<file path="config.mk">
export PLATFORM = sky130hd
export DESIGN_NAME = imu_fda_cfg_flat
export DESIGN_NICKNAME = d
export VERILOG_FILES = /design/src/rtl/imu_fda_pkg.sv /design/src/rtl/imu_fda_if.sv /design/src/rtl/imu_fda_cfg.sv /design/src/flat_wrapper.sv
export SDC_FILE = /design/constraint.sdc
export NUM_CORES = 1
export LEC_CHECK = 0
export BUFFER_PORTS_ARGS = -buffer_cell sky130_fd_sc_hd__buf_2
export CORE_UTILIZATION = 53
export DETAILED_ROUTE_END_ITERATION = 12
export GPL_ROUTABILITY_DRIVEN = 0
export PLACE_DENSITY = 0.82
export SYNTH_ARGS = -nofsm -noshare
export SYNTH_HDL_FRONTEND = slang
export SYNTH_SLANG_ARGS = --single-unit
</file>
<file path="constraint.sdc">
create_clock -name clk -period 1.2 [get_ports clk]
set_input_delay 0.12 -clock clk [delete_from_list [all_inputs] [get_ports clk]]
set_output_delay 0.12 -clock clk [all_outputs]
set_load 0.02 [all_outputs]
</file>
<file path="src/rtl/imu_fda_pkg.sv">
// shared types, codes and helpers of the imu fifo decimating accumulator
`default_nettype none
package imu_fda_pkg;

	// configuration register indexes
	localparam int CFG_IDX_W = 3;
	localparam logic [CFG_IDX_W-1:0] REG_ACCEL_DEC  = 3'd0;
	localparam logic [CFG_IDX_W-1:0] REG_GYRO_DEC   = 3'd1;
	localparam logic [CFG_IDX_W-1:0] REG_CLIP_LIMIT = 3'd2;
	localparam logic [CFG_IDX_W-1:0] REG_ALPHA      = 3'd3;
	localparam logic [CFG_IDX_W-1:0] REG_TEMP_LIMIT = 3'd4;
	localparam int CFG_DATA_W = 16;

	// result kinds
	localparam logic [1:0] KIND_ACCEL  = 2'd0;
	localparam logic [1:0] KIND_GYRO   = 2'd1;
	localparam logic [1:0] KIND_REPORT = 2'd2;

	// pending result bits inside a bundle, in delivery order
	localparam int PEND_ACCEL  = 0;
	localparam int PEND_GYRO   = 1;
	localparam int PEND_REPORT = 2;

	// coefficient is unsigned q0.16
	localparam int ALPHA_FRAC = 16;

	localparam logic [2:0]  ACCEL_DEC_RST  = 3'd1;
	localparam logic [3:0]  GYRO_DEC_RST   = 4'd1;
	localparam logic [15:0] CLIP_LIMIT_RST = 16'd32768;
	localparam logic [15:0] ALPHA_RST      = 16'd32768;
	localparam logic [15:0] TEMP_LIMIT_RST = 16'd400;

	typedef struct packed {
		logic signed [15:0] accel_word0;
		logic signed [15:0] accel_word1;
		logic signed [15:0] accel_word2;
		logic signed [15:0] gyro_word3;
		logic signed [15:0] gyro_word4;
		logic signed [15:0] gyro_word5;
		logic signed [15:0] temp_word;
		logic signed [15:0] fresh_temp;
		logic               last_in_batch;
	} in_item_t;

	typedef struct packed {
		logic [1:0]         kind;
		logic signed [19:0] sum_x;
		logic signed [19:0] sum_y;
		logic signed [19:0] sum_z;
		logic               clipped;
		logic               fifo_reset;
		logic               last;
	} out_item_t;

	typedef struct packed {
		logic [2:0]  accel_dec;
		logic [3:0]  gyro_dec;
		logic [15:0] clip_limit;
		logic [15:0] alpha;
		logic [15:0] temp_limit;
	} cfg_regs_t;

	// all results caused by one input item
	typedef struct packed {
		logic [2:0]         pend;
		logic signed [19:0] accel_x;
		logic signed [19:0] accel_y;
		logic signed [19:0] accel_z;
		logic signed [19:0] gyro_x;
		logic signed [19:0] gyro_y;
		logic signed [19:0] gyro_z;
		logic               clipped;
		logic               fifo_reset;
	} bundle_t;

	// true when cnt is a multiple of dv (dv nonzero)
	function automatic logic mod_zero(input logic [3:0] cnt, input logic [3:0] dv);
		logic hit;
		hit = (cnt == 4'd0);
		for (int k = 1; k < 16; k++) begin
			if (8'(k) * {4'd0, dv} == {4'd0, cnt})
				hit = 1'b1;
		end
		return hit;
	endfunction

endpackage
`default_nettype wire

</file>
<file path="src/rtl/imu_fda_if.sv">
// stream and configuration channel interfaces
`default_nettype none


interface imu_fda_cfg_if;
	logic                                     valid;
	logic                                     ready;
	logic [imu_fda_pkg::CFG_IDX_W-1:0]        index;
	logic [imu_fda_pkg::CFG_DATA_W-1:0]       data;
	modport source (output valid, output index, output data, input ready);
	modport sink (input valid, input index, input data, output ready);
endinterface
`default_nettype wire

</file>
<file path="src/rtl/imu_fda_cfg.sv">
// configuration register file
`default_nettype none
module imu_fda_cfg (
	input  logic                   clk,
	input  logic                   arst_n,
	imu_fda_cfg_if.sink            cfg,
	output imu_fda_pkg::cfg_regs_t regs
);
	import imu_fda_pkg::*;

	cfg_regs_t regs_q;

	assign cfg.ready = 1'b1;
	assign regs = regs_q;

	always_ff @(posedge clk or negedge arst_n) begin
		if (!arst_n) begin
			regs_q.accel_dec  <= ACCEL_DEC_RST;
			regs_q.gyro_dec   <= GYRO_DEC_RST;
			regs_q.clip_limit <= CLIP_LIMIT_RST;
			regs_q.alpha      <= ALPHA_RST;
			regs_q.temp_limit <= TEMP_LIMIT_RST;
		end else if (cfg.valid) begin
			unique case (cfg.index)
				REG_ACCEL_DEC:  regs_q.accel_dec  <= cfg.data[2:0];
				REG_GYRO_DEC:   regs_q.gyro_dec   <= cfg.data[3:0];
				REG_CLIP_LIMIT: regs_q.clip_limit <= cfg.data;
				REG_ALPHA:      regs_q.alpha      <= cfg.data;
				REG_TEMP_LIMIT: regs_q.temp_limit <= cfg.data;
				default: ;
			endcase
		end
	end

endmodule
`default_nettype wire

</file>
<file path="src/flat_wrapper.sv">
// flat-port wrapper written by rule: the top's interface ports become plain ports
module imu_fda_cfg_flat import imu_fda_pkg::*;
  (clk, arst_n, regs, cfg_valid, cfg_index, cfg_data, cfg_ready);
  imu_fda_cfg_if cfg_i ();
  input  logic clk;
  input  logic arst_n;
  output imu_fda_pkg::cfg_regs_t regs;
  input wire logic [$bits(cfg_i.valid)-1:0] cfg_valid;
  input wire logic [$bits(cfg_i.index)-1:0] cfg_index;
  input wire logic [$bits(cfg_i.data)-1:0] cfg_data;
  output wire logic [$bits(cfg_i.ready)-1:0] cfg_ready;
  assign cfg_i.valid = cfg_valid;
  assign cfg_i.index = cfg_index;
  assign cfg_i.data = cfg_data;
  assign cfg_ready = cfg_i.ready;
  imu_fda_cfg u_core (.clk(clk), .arst_n(arst_n), .cfg(cfg_i), .regs(regs));
endmodule
</file>
* Word-level counts from Yosys, hierarchy flattened
Cells that the tools add are included.
Storage, ports and cells: register bits 55, output and inout port bits 56, word-level logic and storage cells 15
Operators by class: equality and inequality tests 4, reduce and logical (&&, ||, !) cells 6
Operators by type and width (count):
- $reduce_and A2 Y1 | 5
- $eq A3 B2 Y1 const B | 2
- $eq A3 B1 Y1 const B | 1
- $eq A3 B3 Y1 const B | 1
- $logic_not A3 Y1 | 1

* Longest topological paths before layout
Gate-level depths: netlist (run 1).
depth after elaboration 2, mapped depth 4, depth with buffers taken out 2

* Worst setup path after synthesis (run 1)
No wires, ideal clock.
kind input port to flip-flop, start input cfg_index[2], end register u_core.regs_q, in the netlist u_core.regs[37], library setup time 0.125 ns, arrival 0.957 ns, required time 1.075 ns, setup slack 0.118 ns, stages on the path 4, path buffers 2, cell sequence and4bb_1 -> buf_6 -> buf_6 -> mux2_4
Between the ends: longest elaborated chain between the ends 2
RTL lines:
- start: declaration | line flat_wrapper.sv:9 | input wire logic [$bits(cfg_i.index)-1:0] cfg_index;
- $eq A3 B2 Y1 | line imu_fda_cfg.sv:24 | unique case (cfg.index)
- $reduce_and A2 Y1 (no source line)
- end: declaration | line imu_fda_cfg.sv:11 | cfg_regs_t regs_q;
No other way between the ends. A chain may end at the register's enable or synchronous reset.

* Final worst setup path (run 1)
start register u_core.regs_q, in the netlist u_core.regs[8], end output regs[8] in the netlist's numbering
RTL lines:
- end: declaration | line flat_wrapper.sv:7 | output imu_fda_pkg::cfg_regs_t regs;
No word-level cell between the ends.

==> results of run 1 <==
[cells by family (layout without fill, tap and decap cells)]
kind of cell           Yosys count  count (layout)
AND/OR/NAND/NOR                  5               5
other                            1               1
multiplexers                    55              55
buffers and inverters            6              92
flip-flops                      55              55
[through the flow]
step | hold WS, ns | setup WS, ns | total power (uW) | std cells
detailed placement | 0.137 | -0.0738 | 4160 | 249
global route | 0.0659 | 0.0435 | 5330 | 258
finish | 0.0707 | 0.0700 | 5080 | 258
CTS | 0.0645 | 0.0521 | 5130 | 258
floorplan | -0.176 | 0.118 | 3540 | 122
global placement | 0.131 | -0.0256 | 4090 | 249
[per-layer routing]
layer	track usage, %	vias up	share of wire, %
met1	27.0	683	41
met4	9.57	0	1.7
met3	5.82	7	6.8
met5	0	-	0
met2	36.0	59	50
li1	-	602	-
[timing repair]
| action | in CTS | in global routing |
|---|---|---|
| hold endpoints to repair | 48 | 0 |
| hold buffers | 1 | 0 |
| resized for setup | 0 | 0 |
[cell type report]
| cell class | instances | area, um^2 | area share [%] |
|---|---|---|---|
| flip-flops and latches | 55 | 1390 | 50.3 |
| clock inverters | 1 | 5.00 | 0.182 |
| multi-input cells | 61 | 769 | 27.9 |
| clock buffers | 7 | 76.3 | 2.77 |
| repair buffers | 84 | 455 | 16.5 |
| well taps | 50 | 62.6 | 2.27 |
[power by group]
part	switching (uW)	internal (uW)	leakage [uW]
combinational	886	709	0.000668
sequential	221	2300	0.000650
clock	556	411	0.0000422
total	1660	3420	0.00136
[final timing paths]
path | end | slack [ns] | cells after the start
max | regs[8] | 0.07 | 1
min | u_core.regs[36]$_DFFE_PN0P_ | 0.07 | 2
max in group asynchronous | u_core.regs[31]$_DFFE_PN1P_ | 0.57 | 3
min in group asynchronous | u_core.regs[46]$_DFFE_PN0P_ | 0.34 | 3
min reg2reg | u_core.regs[39]$_DFFE_PN0P_ | 0.51 | 1
max reg2reg | u_core.regs[21]$_DFFE_PN0P_ | 0.41 | 1
[cell usage in the layout (no fill, tap or decap), drive strengths merged]
master / netlist / layout
buf: 6 / 83
mux2: 55 / 55
dfrtp: 48 / 48
dfstp: 7 / 7
clkbuf: 0 / 7
and4bb: 3 / 3
nor4b: 1 / 1
nand4b: 1 / 1
conb: 1 / 1
clkinv: 0 / 1
dlygate4sd3: 0 / 1
==> impl_metrics.yaml, run 1 <==
clock_network:
  cts_buffers: 5
  tritoncts: "done"
  clkTransAtPathRegs_ns: 0.09
  numClockSinks: 55
  htreeDepth: 2
  insertion_delay_ns: 0.31
  root_buffer: "clkbuf_8"
  post_cts_buffers: 0
  clockBufferDepth: 2
synth:
  syn_nets: 144
  synthXorXnorAreaFrac_pct: 0
  ys_types: 12
  synth-seq-cells: 55
  synth_flop_cell: "dfrtp_1"
  ys_seq_area_share_pct: 62.3
  async_reset_ff_share_pct: 100
  yosysMostFrequentCell: "dfrtp_1"
  synth_edf_count: 0
  synthSimpleGateAreaFrac_pct: 3.21
  synth_top_cell_by_area: "dfrtp_1"
  yosysTopAreaCellShare_pct: 54.0
  synth_top_family_by_area: "multiplexers"
  ys_warn_count: 0
  synth_cells: 122
  synthTopCellsByArea: "dfrtp_1, mux2_2, mux2_4"
  synth-compound-area-share_pct: 0
  synth_fa_ha_area_share_pct: 0
  ys_top_cells_by_count: "dfrtp_1, mux2_2, mux2_4"
  muxShareOfSynthArea_pct: 31.2
  avgSynthCellArea_um2: 18.2
  syn_area_mm2: 0.00222
timing:
  period_share_pct: 94.2
  finalSetupViolations: 0
  grt_setup_unrepaired: "false"
  post-route-min-period_ns: 1.13
  hold_viol_final: 0
  fmax_mhz: 885
  tns_ns: 0
  drv_slew: 0
  skew_ns: 0
setup_path:
  worstSetupEndpointType: "output pin"
  cp_data_arrival_time_ns: 1.01
  max_stage_delay_ns: 0.55
  cp_cell_sequence: "buf_2"
  critical_path.startpoint: "u_core.regs[8]$_DFFE_PN1P_"
  required_ns: 1.08
  timing.rr.start: "u_core.regs[21]$_DFFE_PN0P_"
  cp.buffers_inverters: 1
  worstPathMaxFanout: 2
  cpMaxStageDelayCell: "dfstp_2"
  crit_family: "flip-flops"
  critical_path_class: "flip-flop to output pin"
  start_kind: "flip-flop"
floorplan:
  rows: 23
  die_h_um: 66.8
  core_mm2: 0.00400
  num_io_pins: 78
  start_util_pct: 55.6
  die_x_um: 66.8
  dieArea_mm2: 0.00446
final_layout:
  area_growth_pct: 23.9
  n_antenna_cell: 0
  fin_area_mm2: 0.00275
  fillers: 284
  nets: 229
  drive_gt1_share_pct: 74.0
  fin_util_pct: 68.8
  largest_register_ffs: 55
placed_design:
  portBuffers: 76
  dp.final_hpwl_um: 3230
  postPlaceCellArea_mm2: 0.00266
detailed_routing:
  viasPerCell: 5.24
  wl_per_cell_um: 16.9
  drtPass1Iterations: 3
  drt_iter0_markers: 47
  drc: 0
  num_vias: 1351
  wl_um: 4360
  ant_nets: 0
power:
  vdd_drop_max_mv: 0.903
  power_leakage_uw: 0.00136
  power.density_mw_per_mm2: 1840
grt:
  grt_antenna_before_repair: 0
  grt_pass1_vias: 1411
  grt_usage_pct: 21.9
  grt_max_degree: 56
  grt_pass1_wl_um: 6970
  grt_overflow: 0
hold_path:
  hold_class: "input pin to flip-flop"
  min_from: "cfg_data[4]"
job:
  max_cap_violations: 0
outcome:
  outcome: "completed"
No activity file was read; power rests on OpenSTA's default activity.
==> run 2: changes to the inputs <==
Settings changed: SETUP_SLACK_MARGIN set to 0.15.
==> impl_metrics.yaml, run 2 (synthesized netlist as in run 1, its figures left out) <==
setup_path:
  start_kind: "flip-flop"
  worstPathMaxFanout: 2
  worstSetupEndpointType: "output pin"
  required_ns: 1.08
  rrSetupSlack_ns: 0.26
  r2r_end: "u_core.regs[31]$_DFFE_PN1P_"
  critical_path_class: "flip-flop to output pin"
  r2r_cells: 3
  timing.rr.start: "u_core.regs[31]$_DFFE_PN1P_"
  cp.buffers_inverters: 1
  critical_path.startpoint: "u_core.regs[7]$_DFFE_PN1P_"
  cp.depth: 1
  cpMaxStageDelayCell: "dfstp_2"
  cp_data_arrival_time_ns: 0.98
  cp_cell_sequence: "buf_6"
  max_stage_delay_ns: 0.55
  crit_family: "flip-flops"
floorplan:
  core_mm2: 0.00400
  rows: 23
  die_h_um: 66.8
  start_util_pct: 55.6
  die_x_um: 66.8
  dieArea_mm2: 0.00446
  num_io_pins: 78
timing:
  period_share_pct: 91.4
  grt_setup_unrepaired: "true"
  hold_viol_final: 0
  finalSetupViolations: 0
  holdWs_ns: 0.0652
  tns_ns: 0
  skew_ns: 0
  drv_slew: 0
  fmax_mhz: 911
  post-route-min-period_ns: 1.10
final_layout:
  fin_area_mm2: 0.00284
  area_growth_pct: 27.5
  mostFrequentLayoutCell: "buf_2"
  n_antenna_cell: 0
  fin_cells: 260
  mostFrequentLayoutCells: "buf_2, dfrtp_1, mux2_2"
  drive_gt1_share_pct: 75.2
  nets: 231
  largest_register_ffs: 55
outcome:
  outcome: "completed"
detailed_routing:
  wl_per_cell_um: 16.9
  drtPass1Iterations: 4
  wl_um: 4390
  drc: 0
  ant_nets: 0
  viasPerCell: 5.21
  drt_iter0_markers: 67
  num_vias: 1354
power:
  power_leakage_uw: 0.00139
  vdd_drop_max_mv: 1.13
  power.density_mw_per_mm2: 1880
  pwr-share-clk_pct: 20.8
  seqPwrFrac_pct: 47.6
  comb_power_share_pct: 31.6
  switchingPower_uw: 1700
  switching_share_pct: 32.1
  p_int_uw: 3610
placed_design:
  dp_cells: 249
  portBuffers: 76
  dp.final_hpwl_um: 3230
  postPlaceCellArea_mm2: 0.00266
hold_path:
  holdPathEnd: "u_core.regs[26]$_DFFE_PN0P_"
  hold_class: "input pin to flip-flop"
  whs_path_depth: 2
  min_from: "cfg_data[10]"
grt:
  grt_overflow: 0
  grt_pass1_vias: 1368
  grt_antenna_before_repair: 0
  grt_usage_pct: 21.1
  grt_max_degree: 56
  grt_pass1_wl_um: 6760
clock_network:
  clkTransAtPathRegs_ns: 0.10
  cts_buffers: 5
  insertion_delay_ns: 0.30
  root_buffer: "clkbuf_8"
  htreeDepth: 2
  numClockSinks: 55
  clockBufferDepth: 2
  tritoncts: "done"
job:
  max_cap_violations: 0
## run 2: changes by cell type in the layout (fill, tap and decap cells not counted), sizes merged
| cell | before | now |
|---|---|---|
| buf | 83 | 85 |
| clkinv | 1 | 0 |
| clkinvlp | 0 | 1 |
## run 2: metrics by stage
step           power [uW]  worst slack (ns)  utilization (%)
3_3_place_gp         4090           -0.0202             66.6
5_1_grt              5560            0.0794             70.9
2_1_floorplan        3540             0.131                -
4_1_cts              5350            0.0946             70.7
3_5_place_dp         4160           -0.0167             66.6
6_report             5320             0.103             70.9
## run 2: worst reg2reg max path, cell delays in order (launching register included)
cell and delay, ns:
dfstp_2 0.38, buf_4 0.12, buf_4 0.11, mux2_2 0.26
## run 2: power groups by stage
stage / Sequential, uW / Clock [uW] / Combinational (uW)
after global routing: 2570 / 1200 / 1790
after CTS: 2530 / 1130 / 1690
after detailed placement: 2550 / 0 / 1610
after global placement: 2520 / 0 / 1570
final: 2530 / 1100 / 1680
after floorplan: 3050 / 0 / 488
## run 2: final cells by class
class / count / area [um^2]
Sequential cell: 55 / 1390
Fill cell: 275 / 1160
Multi-Input combinational cell: 61 / 769
Timing Repair Buffer: 86 / 514
Clock buffer: 7 / 96.3
Tap cell: 50 / 62.6
Clock inverter: 1 / 7.51
## run 2: per-layer routing
layer	wire length (um)	global-route usage [%]
met2	2070	35.0
met5	0	0
met4	56	6.38
met1	1910	25.7
met3	346	7.71
## run 2: repair_timing
item                       4_1_cts  5_1_grt
gates resized for setup         14        0
setup endpoints to repair        7        7
buffers inserted                 1        1
hold endpoints to repair        48        0
hold buffers                     1        0
## run 2: worst max-delay path by stage
stage	endpoint
after CTS	regs[7]
after global placement	u_core.regs[54]$_DFFE_PN0P_
after detailed placement	u_core.regs[53]$_DFFE_PN0P_
after floorplan	u_core.regs[37]$_DFFE_PN0P_
after global routing	regs[4]
final	regs[7]
