===== config.mk =====
export PLATFORM = sky130hd
export DESIGN_NAME = imu_fda_outq_flat
export DESIGN_NICKNAME = d
export VERILOG_FILES = /design/src/rtl/imu_fda_pkg.sv /design/src/rtl/imu_fda_if.sv /design/src/rtl/imu_fda_outq.sv /design/src/flat_wrapper.sv
export SDC_FILE = /design/constraint.sdc
export NUM_CORES = 1
export LEC_CHECK = 0
export ABC_AREA = 1
export BUFFER_PORTS_ARGS = -buffer_cell sky130_fd_sc_hd__buf_2
export CAP_MARGIN = 0
export CORE_MARGIN = 2
export CORE_UTILIZATION = 40
export DETAILED_ROUTE_END_ITERATION = 7
export HOLD_SLACK_MARGIN = 0.12
export SLEW_MARGIN = 20
export SYNTH_ARGS = -nofsm -noshare
export SYNTH_HDL_FRONTEND = slang
export SYNTH_SLANG_ARGS = --single-unit

===== constraint.sdc =====
create_clock -name clk -period 9.06 [get_ports clk]
set_input_delay 1.812 -clock clk [delete_from_list [all_inputs] [get_ports clk]]
set_output_delay 1.812 -clock clk [all_outputs]
set_load 0.03 [all_outputs]

===== src/rtl/imu_fda_pkg.sv =====
// shared types, codes and helpers of the imu fifo decimating accumulator
`default_nettype none
package imu_fda_pkg;

	// configuration register indexes
	localparam int CFG_IDX_W = 3;
	localparam logic [CFG_IDX_W-1:0] REG_ACCEL_DEC  = 3'd0;
	localparam logic [CFG_IDX_W-1:0] REG_GYRO_DEC   = 3'd1;
	localparam logic [CFG_IDX_W-1:0] REG_CLIP_LIMIT = 3'd2;
	localparam logic [CFG_IDX_W-1:0] REG_ALPHA      = 3'd3;
	localparam logic [CFG_IDX_W-1:0] REG_TEMP_LIMIT = 3'd4;
	localparam int CFG_DATA_W = 16;

	// result kinds
	localparam logic [1:0] KIND_ACCEL  = 2'd0;
	localparam logic [1:0] KIND_GYRO   = 2'd1;
	localparam logic [1:0] KIND_REPORT = 2'd2;

	// pending result bits inside a bundle, in delivery order
	localparam int PEND_ACCEL  = 0;
	localparam int PEND_GYRO   = 1;
	localparam int PEND_REPORT = 2;

	// coefficient is unsigned q0.16
	localparam int ALPHA_FRAC = 16;

	localparam logic [2:0]  ACCEL_DEC_RST  = 3'd1;
	localparam logic [3:0]  GYRO_DEC_RST   = 4'd1;
	localparam logic [15:0] CLIP_LIMIT_RST = 16'd32768;
	localparam logic [15:0] ALPHA_RST      = 16'd32768;
	localparam logic [15:0] TEMP_LIMIT_RST = 16'd400;

	typedef struct packed {
		logic signed [15:0] accel_word0;
		logic signed [15:0] accel_word1;
		logic signed [15:0] accel_word2;
		logic signed [15:0] gyro_word3;
		logic signed [15:0] gyro_word4;
		logic signed [15:0] gyro_word5;
		logic signed [15:0] temp_word;
		logic signed [15:0] fresh_temp;
		logic               last_in_batch;
	} in_item_t;

	typedef struct packed {
		logic [1:0]         kind;
		logic signed [19:0] sum_x;
		logic signed [19:0] sum_y;
		logic signed [19:0] sum_z;
		logic               clipped;
		logic               fifo_reset;
		logic               last;
	} out_item_t;

	typedef struct packed {
		logic [2:0]  accel_dec;
		logic [3:0]  gyro_dec;
		logic [15:0] clip_limit;
		logic [15:0] alpha;
		logic [15:0] temp_limit;
	} cfg_regs_t;

	// all results caused by one input item
	typedef struct packed {
		logic [2:0]         pend;
		logic signed [19:0] accel_x;
		logic signed [19:0] accel_y;
		logic signed [19:0] accel_z;
		logic signed [19:0] gyro_x;
		logic signed [19:0] gyro_y;
		logic signed [19:0] gyro_z;
		logic               clipped;
		logic               fifo_reset;
	} bundle_t;

	// true when cnt is a multiple of dv (dv nonzero)
	function automatic logic mod_zero(input logic [3:0] cnt, input logic [3:0] dv);
		logic hit;
		hit = (cnt == 4'd0);
		for (int k = 1; k < 16; k++) begin
			if (8'(k) * {4'd0, dv} == {4'd0, cnt})
				hit = 1'b1;
		end
		return hit;
	endfunction

endpackage
`default_nettype wire


===== src/rtl/imu_fda_if.sv =====
// stream and configuration channel interfaces
`default_nettype none


interface imu_fda_out_if;
	logic                   valid;
	logic                   ready;
	imu_fda_pkg::out_item_t data;
	modport source (output valid, output data, input ready);
	modport sink (input valid, input data, output ready);
endinterface

`default_nettype wire


===== src/rtl/imu_fda_outq.sv =====
// two-deep result bundle queue and result serializer
`default_nettype none
module imu_fda_outq (
	input  logic                 clk,
	input  logic                 arst_n,
	input  logic                 push,
	input  imu_fda_pkg::bundle_t bundle,
	output logic                 room,
	imu_fda_out_if.source        out
);
	import imu_fda_pkg::*;

	bundle_t    ent_q [2];
	logic       rd_q, wr_q;
	logic [1:0] cnt_q;
	bundle_t    head;
	logic [2:0] rest;
	logic       xfer, final_res, pop;

	assign head      = ent_q[rd_q];
	assign rest      = head.pend & (head.pend - 3'd1);
	assign final_res = (rest == 3'b000);
	assign out.valid = (cnt_q != 2'd0);
	assign xfer      = out.valid && out.ready;
	assign pop       = xfer && final_res;
	assign room      = (cnt_q != 2'd2);

	always_comb begin
		out.data      = '0;
		out.data.last = final_res;
		if (head.pend[PEND_ACCEL]) begin
			out.data.kind  = KIND_ACCEL;
			out.data.sum_x = head.accel_x;
			out.data.sum_y = head.accel_y;
			out.data.sum_z = head.accel_z;
		end else if (head.pend[PEND_GYRO]) begin
			out.data.kind  = KIND_GYRO;
			out.data.sum_x = head.gyro_x;
			out.data.sum_y = head.gyro_y;
			out.data.sum_z = head.gyro_z;
		end else begin
			out.data.kind       = KIND_REPORT;
			out.data.clipped    = head.clipped;
			out.data.fifo_reset = head.fifo_reset;
		end
	end

	always_ff @(posedge clk or negedge arst_n) begin
		if (!arst_n) begin
			rd_q  <= 1'b0;
			wr_q  <= 1'b0;
			cnt_q <= 2'd0;
		end else begin
			if (push)
				wr_q <= !wr_q;
			if (pop)
				rd_q <= !rd_q;
			if (push && !pop)
				cnt_q <= cnt_q + 2'd1;
			else if (pop && !push)
				cnt_q <= cnt_q - 2'd1;
		end
	end

	// push and a partial drain never hit the same entry
	always_ff @(posedge clk) begin
		if (push)
			ent_q[wr_q] <= bundle;
		if (xfer && !final_res)
			ent_q[rd_q].pend <= rest;
	end

	a_head_pending: assert property (@(posedge clk) disable iff (!arst_n)
		out.valid |-> head.pend != 3'b000)
		else $error("queued bundle with nothing to deliver");

	a_push_room: assert property (@(posedge clk) disable iff (!arst_n)
		push |-> room)
		else $error("bundle pushed into a full queue");

endmodule
`default_nettype wire

===== src/flat_wrapper.sv =====
// flat-port wrapper written by rule: the top's interface ports become plain ports
module imu_fda_outq_flat import imu_fda_pkg::*;
  (clk, arst_n, push, bundle, room, out_valid, out_data, out_ready);
  imu_fda_out_if out_i ();
  input  logic clk;
  input  logic arst_n;
  input  logic push;
  input  imu_fda_pkg::bundle_t bundle;
  output logic room;
  output wire logic [$bits(out_i.valid)-1:0] out_valid;
  output wire logic [$bits(out_i.data)-1:0] out_data;
  input wire logic [$bits(out_i.ready)-1:0] out_ready;
  assign out_valid = out_i.valid;
  assign out_data = out_i.data;
  assign out_i.ready = out_ready;
  imu_fda_outq u_core (.clk(clk), .arst_n(arst_n), .push(push), .bundle(bundle), .room(room), .out(out_i));
endmodule

[Yosys cells after proc, flatten, opt, wreduce, memory -nomap -nowiden]
Memories as Yosys holds them, arrays and structs flattened.
Index checks and enable logic that the tools add are counted.
Storage, ports and cells
  memories kept: 1
  memory bits (writable): 250
  bits in registers: 4
Memory list
  u_core.ent_q: words 2, width 125, read ports 1, clocked after memory_dff 0, write ports 2, line imu_fda_outq.sv:13  | bundle_t ent_q [2];
Cells by class
  bitwise logic cells: 1
  add/sub/neg operators: 3
  eq/ne operators: 1
  muxes and demuxes: 11
  reductions and logical operators: 13
Operators by type and width (number)
  $mux 62: 1
  $mux 60: 1
  $mux 2: 5
  $logic_and 1x1->1: 5
  $logic_not 1->1: 5
  $mux 1: 4
  $reduce_bool 2->1: 2
  $and 3x3->3: 1
  $logic_not 3->1: 1
  $sub 3x1->3 const B: 1
  $add 2x1->2 const B: 1
  $ne 2x2->1 const B: 1
  $sub 2x1->2 const B: 1

[Depth between registers and ports, before layout]
Gate-level depths: netlist of the first run.
An unclocked memory read counts as a cell.
  word-level depth: 8
  mapped depth: 11
  depth with buffers taken out: 10

[Worst setup path after synthesis of the first run]
No wires, ideal clock.
  path kind: input to register
  start point: input push
  end point: memory u_core.ent_q[0][122] in the netlist's numbering (enable)
  buffers on the path: 0
  arrival: 8.063 ns
  cell stages on the path: 4
  slack: 0.666 ns
  path through: inv_1 nor2_1 inv_1 nand2_1
RTL lines
  start: declaration: line flat_wrapper.sv:7  | input logic push;
  end: declaration: line imu_fda_outq.sv:13

[Worst setup path in the final report of the first run]
  start point: register u_core.rd_q
  end point: output out_data[14]
Between the ends
  word-level cells in the longest chain between the ends: 3
Ends and longest elaborated chain
  start: declaration: line imu_fda_outq.sv:14  | logic rd_q, wr_q;
  start signal: assignment: line imu_fda_outq.sv:57  | rd_q <= !rd_q;
  $mem_v2 2x125 (*)
  $mux 60: line imu_fda_outq.sv:36  | end else if (head.pend[PEND_GYRO]) begin
  $mux 62 (*): line imu_fda_outq.sv:31  | if (head.pend[PEND_ACCEL]) begin
  end: declaration: line flat_wrapper.sv:11  | output wire logic [$bits(out_i.data)-1:0] out_data;
Every way passes the cells marked *; elsewhere a longest branch is shown, timed or not.

==> results.toml, run 1 <==
[outcome]
status = "finished, final reports clean"

[layout]
fin_nets = 1061
drive_above_1_share = 0.331
seq_area_um2 = 7610
area_growth_pct = 19.9
final_util = 0.488
nFillCells = 2220
multiInputGateArea_um2 = 2370

[routing]
firstDrtPassIters = 5
avgRoutedWirePerCell_um = 16.1
drc = 0
vias_per_cell = 4.69
vias = 6023
wirelength_um = 20700
ant_nets = 0
drtIter0Drc = 306

[clock_tree]
cts_tree = "done"
clock-sinks = 254
path_clk_slew_ps = 60
root_buffer = "clkbuf_16"
clock_path_buffers = 3
cts_buffers = 27
clk_latency_ps = 530
ctsHtreeMaxLevel = 1
post_cts_resized = 0
hold_buffers = 0
post_cts_buffers = 0

[floorplan]
die_w_um = 164
die_h_um = 164
io_pins = 196
start_util = 0.408
core_area_um2 = 25300
fp-row-count = 58
die-area_um2 = 27000

[global_routing]
grt_start_max_net_pins = 72
met3_usage = 0.0429
busiest_layer = "met2"
met2_usage = 0.242
antenna_found_initial = 5
grt_overflow = 0
grt_pass1_vias = 5878
grt_pass1_wl_um = 31600
grt_use_met1 = 0.201
track_usage = 0.151

[sta]
whs_ps = 492
max_freq_mhz = 174
min_period_ps = 5740
relSlewSlack = 0.326
setup_viol = 0
fin_tns_setup_ps = 0
hold_violations = 0
skew_ps = 13.2
fin_ws_ps = 3320
rsz0062_at_grt = "false"
worst_pin_slew_ps = 1010
min_period_over_period = 0.633
maxSlewViolCount = 0

[worst_setup_path]
start_kind = "flip-flop"
crit_type = "reg -> out"
end_kind = "primary output"
cp.arrival_ps = 3930
worst-path-max-fanout = 63
cp.required_ps = 7250
rrSetupSlack_ps = 5600

[place]
pre_cts_ws_ps = 3730
dp_hpwl_um = 12800
gp_congestion = 0.742
io_buffers = 195

[power_and_ir_drop]
total_power_mw = 4.01
power_density_nw_per_um2 = 325
p_leak_nw = 5.04
peakVddDrop_mv = 0.170

[synthesis]
synthCells = 736
syn-num-nets = 866
syn_avg_cell_area_um2 = 14.0
yosysWarnings = 0
synth-seq-cells = 254
syn_area_um2 = 10300
ys_seq_area_frac = 0.739
synth_cell_types = 26

[hold_path]
min_path_type = "reg -> reg"

[flow_run]
max-cap-violations = 0
[power by group]
group	internal (mW)	switching, mW
clock	0.604	0.422
combinational	0.441	1.10
sequential	1.41	0.0261
total	2.45	1.55
[layout by cell type (no fill, tap or decap)]
cell        instances
a21oi_1             3
buf_2             195
buf_4               6
bufinv_16           2
clkbuf_1            9
clkbuf_16          27
clkinv_1            4
clkinv_2            5
clkinvlp_4          1
dfrtp_1             3
dfrtp_4             1
diode_2             4
edfxtp_1          250
ha_1                1
inv_1              13
inv_2               4
inv_4               3
inv_6               1
mux2i_1            60
nand2_1           277
nand2_2             3
nand2_4             3
nand3_1             2
nand3_2             2
nand4_1             4
nor2_1              7
nor2_4              2
o21ai_0             1
o21ai_2            60
xnor2_1             1
xor2_1              1
[cell families after synthesis]
group / after synthesis / share of synthesized area
AND/OR/NAND/NOR: 300 / 0.115
buffers and inverters: 55 / 0.0311
flip-flops: 254 / 0.739
AO/OA/AOI/OAI: 64 / 0.0530
multiplexers: 60 / 0.0584
XOR/XNOR: 2 / 0.00170
adder cells (fa/ha/maj): 1 / 0.00122
[synth_stat cells, drive strengths merged]
master | n | area share
clkbuf | 9 | 0.0044
nor2 | 9 | 0.0040
a21oi | 3 | 0.0015
nand3 | 4 | 0.0029
nand4 | 4 | 0.0024
ha | 1 | 0.0012
xnor2 | 1 | 0.00085
edfxtp | 250 | 0.73
inv | 20 | 0.0075
xor2 | 1 | 0.00085
o21ai | 61 | 0.052
mux2i | 60 | 0.058
buf | 26 | 0.019
nand2 | 283 | 0.11
dfrtp | 4 | 0.0097
[per-layer routing]
| metal | part of all wire | vias to the layer above |
|---|---|---|
| met2 | 0.46 | 182 |
| met3 | 0.077 | 36 |
| met4 | 0.022 | 4 |
| li1 | - | 3001 |
| met5 | 0.0013 | - |
| met1 | 0.44 | 2800 |
[through the flow]
step	instance area, um^2	cells
6_report	12300	1285
5_1_grt	12300	1282
4_1_cts	12300	1281
3_5_place_dp	11500	1232
3_3_place_gp	11500	1232
2_1_floorplan	10300	736
[state kept, by name (all words and copies together) (netlist names)]
| signal | flops |
|---|---|
| u_core.wr_q | 1 |
| u_core.cnt_q | 2 |
| u_core.rd_q | 1 |
| u_core.ent_q | 250 |
[critical path: stages (launching register included)]
cell,delay (ps)
dfrtp_4,420
buf_4,660
nand2_1,200
nand2_4,640
nor2_4,90
inv_4,360
buf_4,550
o21ai_2,120
buf_2,200
[final timing paths]
check / endpoint / cells past startpoint / startpoint
max: out_data[14] / 8 / u_core.rd_q$_DFFE_PN0P_
min: u_core.cnt_q[0]$_DFFE_PN0P_ / 1 / u_core.cnt_q[0]$_DFFE_PN0P_
max reg2reg: u_core.cnt_q[1]$_DFFE_PN0P_ / 11 / u_core.rd_q$_DFFE_PN0P_
min reg2reg: u_core.cnt_q[0]$_DFFE_PN0P_ / 1 / u_core.cnt_q[0]$_DFFE_PN0P_
max in group asynchronous: u_core.rd_q$_DFFE_PN0P_ / 1 / arst_n
min in group asynchronous: u_core.wr_q$_DFFE_PN0P_ / 1 / arst_n
[cell type report]
type                    instances  area share
repair buffers                201      0.0828
clock buffers                  36      0.0575
well taps                     330      0.0335
inverters                      20     0.00669
diodes                          4    0.000811
multi-input cells             427       0.192
flip-flops and latches        254       0.617
clock inverters                13     0.00943
Note: power is estimated with default switching activity, not from simulation.
==> run 2: changes to the inputs <==
Settings changed: ABC_AREA 1 to 0.
Clock period 9.06 ns to 5.8 ns, I/O delays scaled along.
==> run 2 against run 1 <==
  * Sequential share of layout area up 2.3 points
  * Wire length down 6.6%
  * Largest cell class unchanged
  * Area after synthesis down 5.8%
==> results.toml, run 2 <==
[outcome]
status = "finished, final reports clean"

[layout]
most-common-layout-cells = "edfxtp_1, buf_2, mux2i_1, o22ai_1, clkbuf_16"
final_common_cell = "edfxtp_1"
area_growth_pct = 22.6
finalNonFillerCells = 1058
nFillCells = 1965
largest_reg_flops = 250
fin_nets = 846
top_regs = "u_core.ent_q: 250 flops, u_core.cnt_q: 2 flops"
multiInputGateArea_um2 = 1940
drive_above_1_share = 0.338
largest_register = "u_core.ent_q"
final_util = 0.504
seq_area_um2 = 7610

[synthesis]
synth_edf_count = 250
syn-num-nets = 643
async_flop_share = 0.0157
yosysMostFrequentCell = "edfxtp_1"
synth_cell_types = 31
synth-seq-cells = 254
yosys_most_used_dff = "edfxtp_1"
netlist.area_leader.share = 0.774
ys_seq_area_frac = 0.784
synth_common_cells = "edfxtp_1, mux2i_1, o22ai_1"
syn_avg_cell_area_um2 = 18.9
syn_area_um2 = 9700
synth.area.top_cells = "edfxtp_1, mux2i_1, o22ai_1, dfrtp_1, buf_4"
yosysWarnings = 0
synth_top_cell_by_area = "edfxtp_1"
synthCells = 513

[flow_run]
max-cap-violations = 0

[routing]
firstDrtPassIters = 5
vias = 5322
avgRoutedWirePerCell_um = 18.3
vias_per_cell = 5.03
drtIter0Drc = 338
drc = 0
wirelength_um = 19300
ant_nets = 0

[worst_setup_path]
worstPathCellList = "buf_16 > mux2i_4 > buf_4 > o22ai_1 > buf_2"
cp-startpoint = "u_core.rd_q$_DFFE_PN0P_"
crit_type = "reg -> out"
end_kind = "primary output"
critPathSlowestCell = "dfrtp_4"
cp_num_buf_inv = 3
start_kind = "flip-flop"
cp.required_ps = 4640
cpLargestDelayFamily = "buffers and inverters"
slowest_delay_ps = 720
r2r_start = "u_core.wr_q$_DFFE_PN0P_"
cp.arrival_ps = 3010
worst-path-max-fanout = 60

[clock_tree]
ctsHtreeMaxLevel = 1
cts_tree = "done"
clock-sinks = 254
cts_buffers = 26
clock_path_buffers = 3
clk_latency_ps = 520
root_buffer = "clkbuf_16"
post_cts_buffers = 0
hold_buffers = 0
path_clk_slew_ps = 60
post_cts_resized = 0

[floorplan]
core_area_um2 = 23600
die_h_um = 160
io_pins = 196
die-area_um2 = 25500
fp-row-count = 56
die_w_um = 160
start_util = 0.411

[sta]
min_period_over_period = 0.720
skew_ps = 7.16
rsz0062_at_grt = "false"
relSlewSlack = 0.407
fin_tns_setup_ps = 0
worst_pin_slew_ps = 889
setup_viol = 0
hold_violations = 0
max_freq_mhz = 240
min_period_ps = 4170
maxSlewViolCount = 0

[global_routing]
antenna_found_initial = 3
grt_pass1_wl_um = 29800
grt_pass1_vias = 5595
track_usage = 0.147
grt_start_max_net_pins = 69
grt_overflow = 0

[place]
gp_congestion = 0.752
io_buffers = 195
dp_hpwl_um = 11900
dp.cells = 1005

[power_and_ir_drop]
power_density_nw_per_um2 = 546
p_leak_nw = 4.52
peakVddDrop_mv = 0.377

[hold_path]
min_path_type = "in -> async"
-- run 2: cell types whose count changed after synthesis, sizes merged, moves of 4 or more --
cell,before,now
clkbuf,9,0
inv,20,3
mux2i,60,123
nand2,283,5
nand3,4,0
nand4,4,0
nor2,9,5
o21ai,61,6
o22ai,0,61
-- run 2: logic make-up after synthesis --
kind of cell / after synthesis / share of synthesized area
fa+ha+maj: 2 / 0.00232
xor+xnor: 4 / 0.00361
simple gates: 20 / 0.0106
flops: 254 / 0.784
buf+inv: 31 / 0.0187
mux: 123 / 0.127
compound gates: 79 / 0.0534
-- run 2: worst register-to-register path: stages, from the launching register on --
cell	delay [ps]
dfrtp_1	440
and2_4	730
buf_12	460
-- run 2: per-layer routing --
metal | vias up | track usage | part of all wire
met5 | - | 0 | 0
met4 | 0 | 0.0384 | 0.018
met3 | 30 | 0.0481 | 0.088
met2 | 190 | 0.249 | 0.48
met1 | 2613 | 0.183 | 0.41
li1 | 2489 | - | -
-- run 2: worst paths after layout --
check / slack, ps / to / cells past startpoint
max: 1630 / out_data[3] / 5
min: 450 / u_core.rd_q$_DFFE_PN0P_ / 1
max reg2reg: 3780 / u_core.ent_q[1][4]$_DFFE_PP_ / 2
min reg2reg: 570 / u_core.cnt_q[1]$_DFFE_PN0P_ / 1
max in group asynchronous: 5210 / u_core.rd_q$_DFFE_PN0P_ / 1
min in group clk: 570 / u_core.cnt_q[1]$_DFFE_PN0P_ / 1
-- run 2: layout make-up --
type                       count  share of cell area
sequential                   254               0.640
multi-input combinational    228               0.163
timing repair buffer         203              0.0929
clock buffer                  36              0.0613
tap                          319              0.0336
clock inverter                12             0.00715
inverter                       3            0.000947
antenna                        3            0.000631
-- run 2: power by group --
| group | total (mW) | switching [mW] | internal (mW) |
|---|---|---|---|
| Combinational | 2.32 | 1.56 | 0.759 |
| Clock | 1.57 | 0.650 | 0.921 |
| Sequential | 2.60 | 0.149 | 2.45 |
-- run 2: through the flow --
| step | power, mW | setup WS, ps | cell area (um^2) | hold slack [ps] |
|---|---|---|---|---|
| floorplan | 4.32 | 616 | 9700 | 484 |
| finish | 6.49 | 1630 | 11900 | 445 |
| CTS | 6.54 | 982 | 11800 | 415 |
| global route | 6.80 | 1430 | 11900 | 420 |
| global placement | 4.92 | 1630 | 11000 | 517 |
| detailed placement | 4.96 | 1550 | 11000 | 542 |
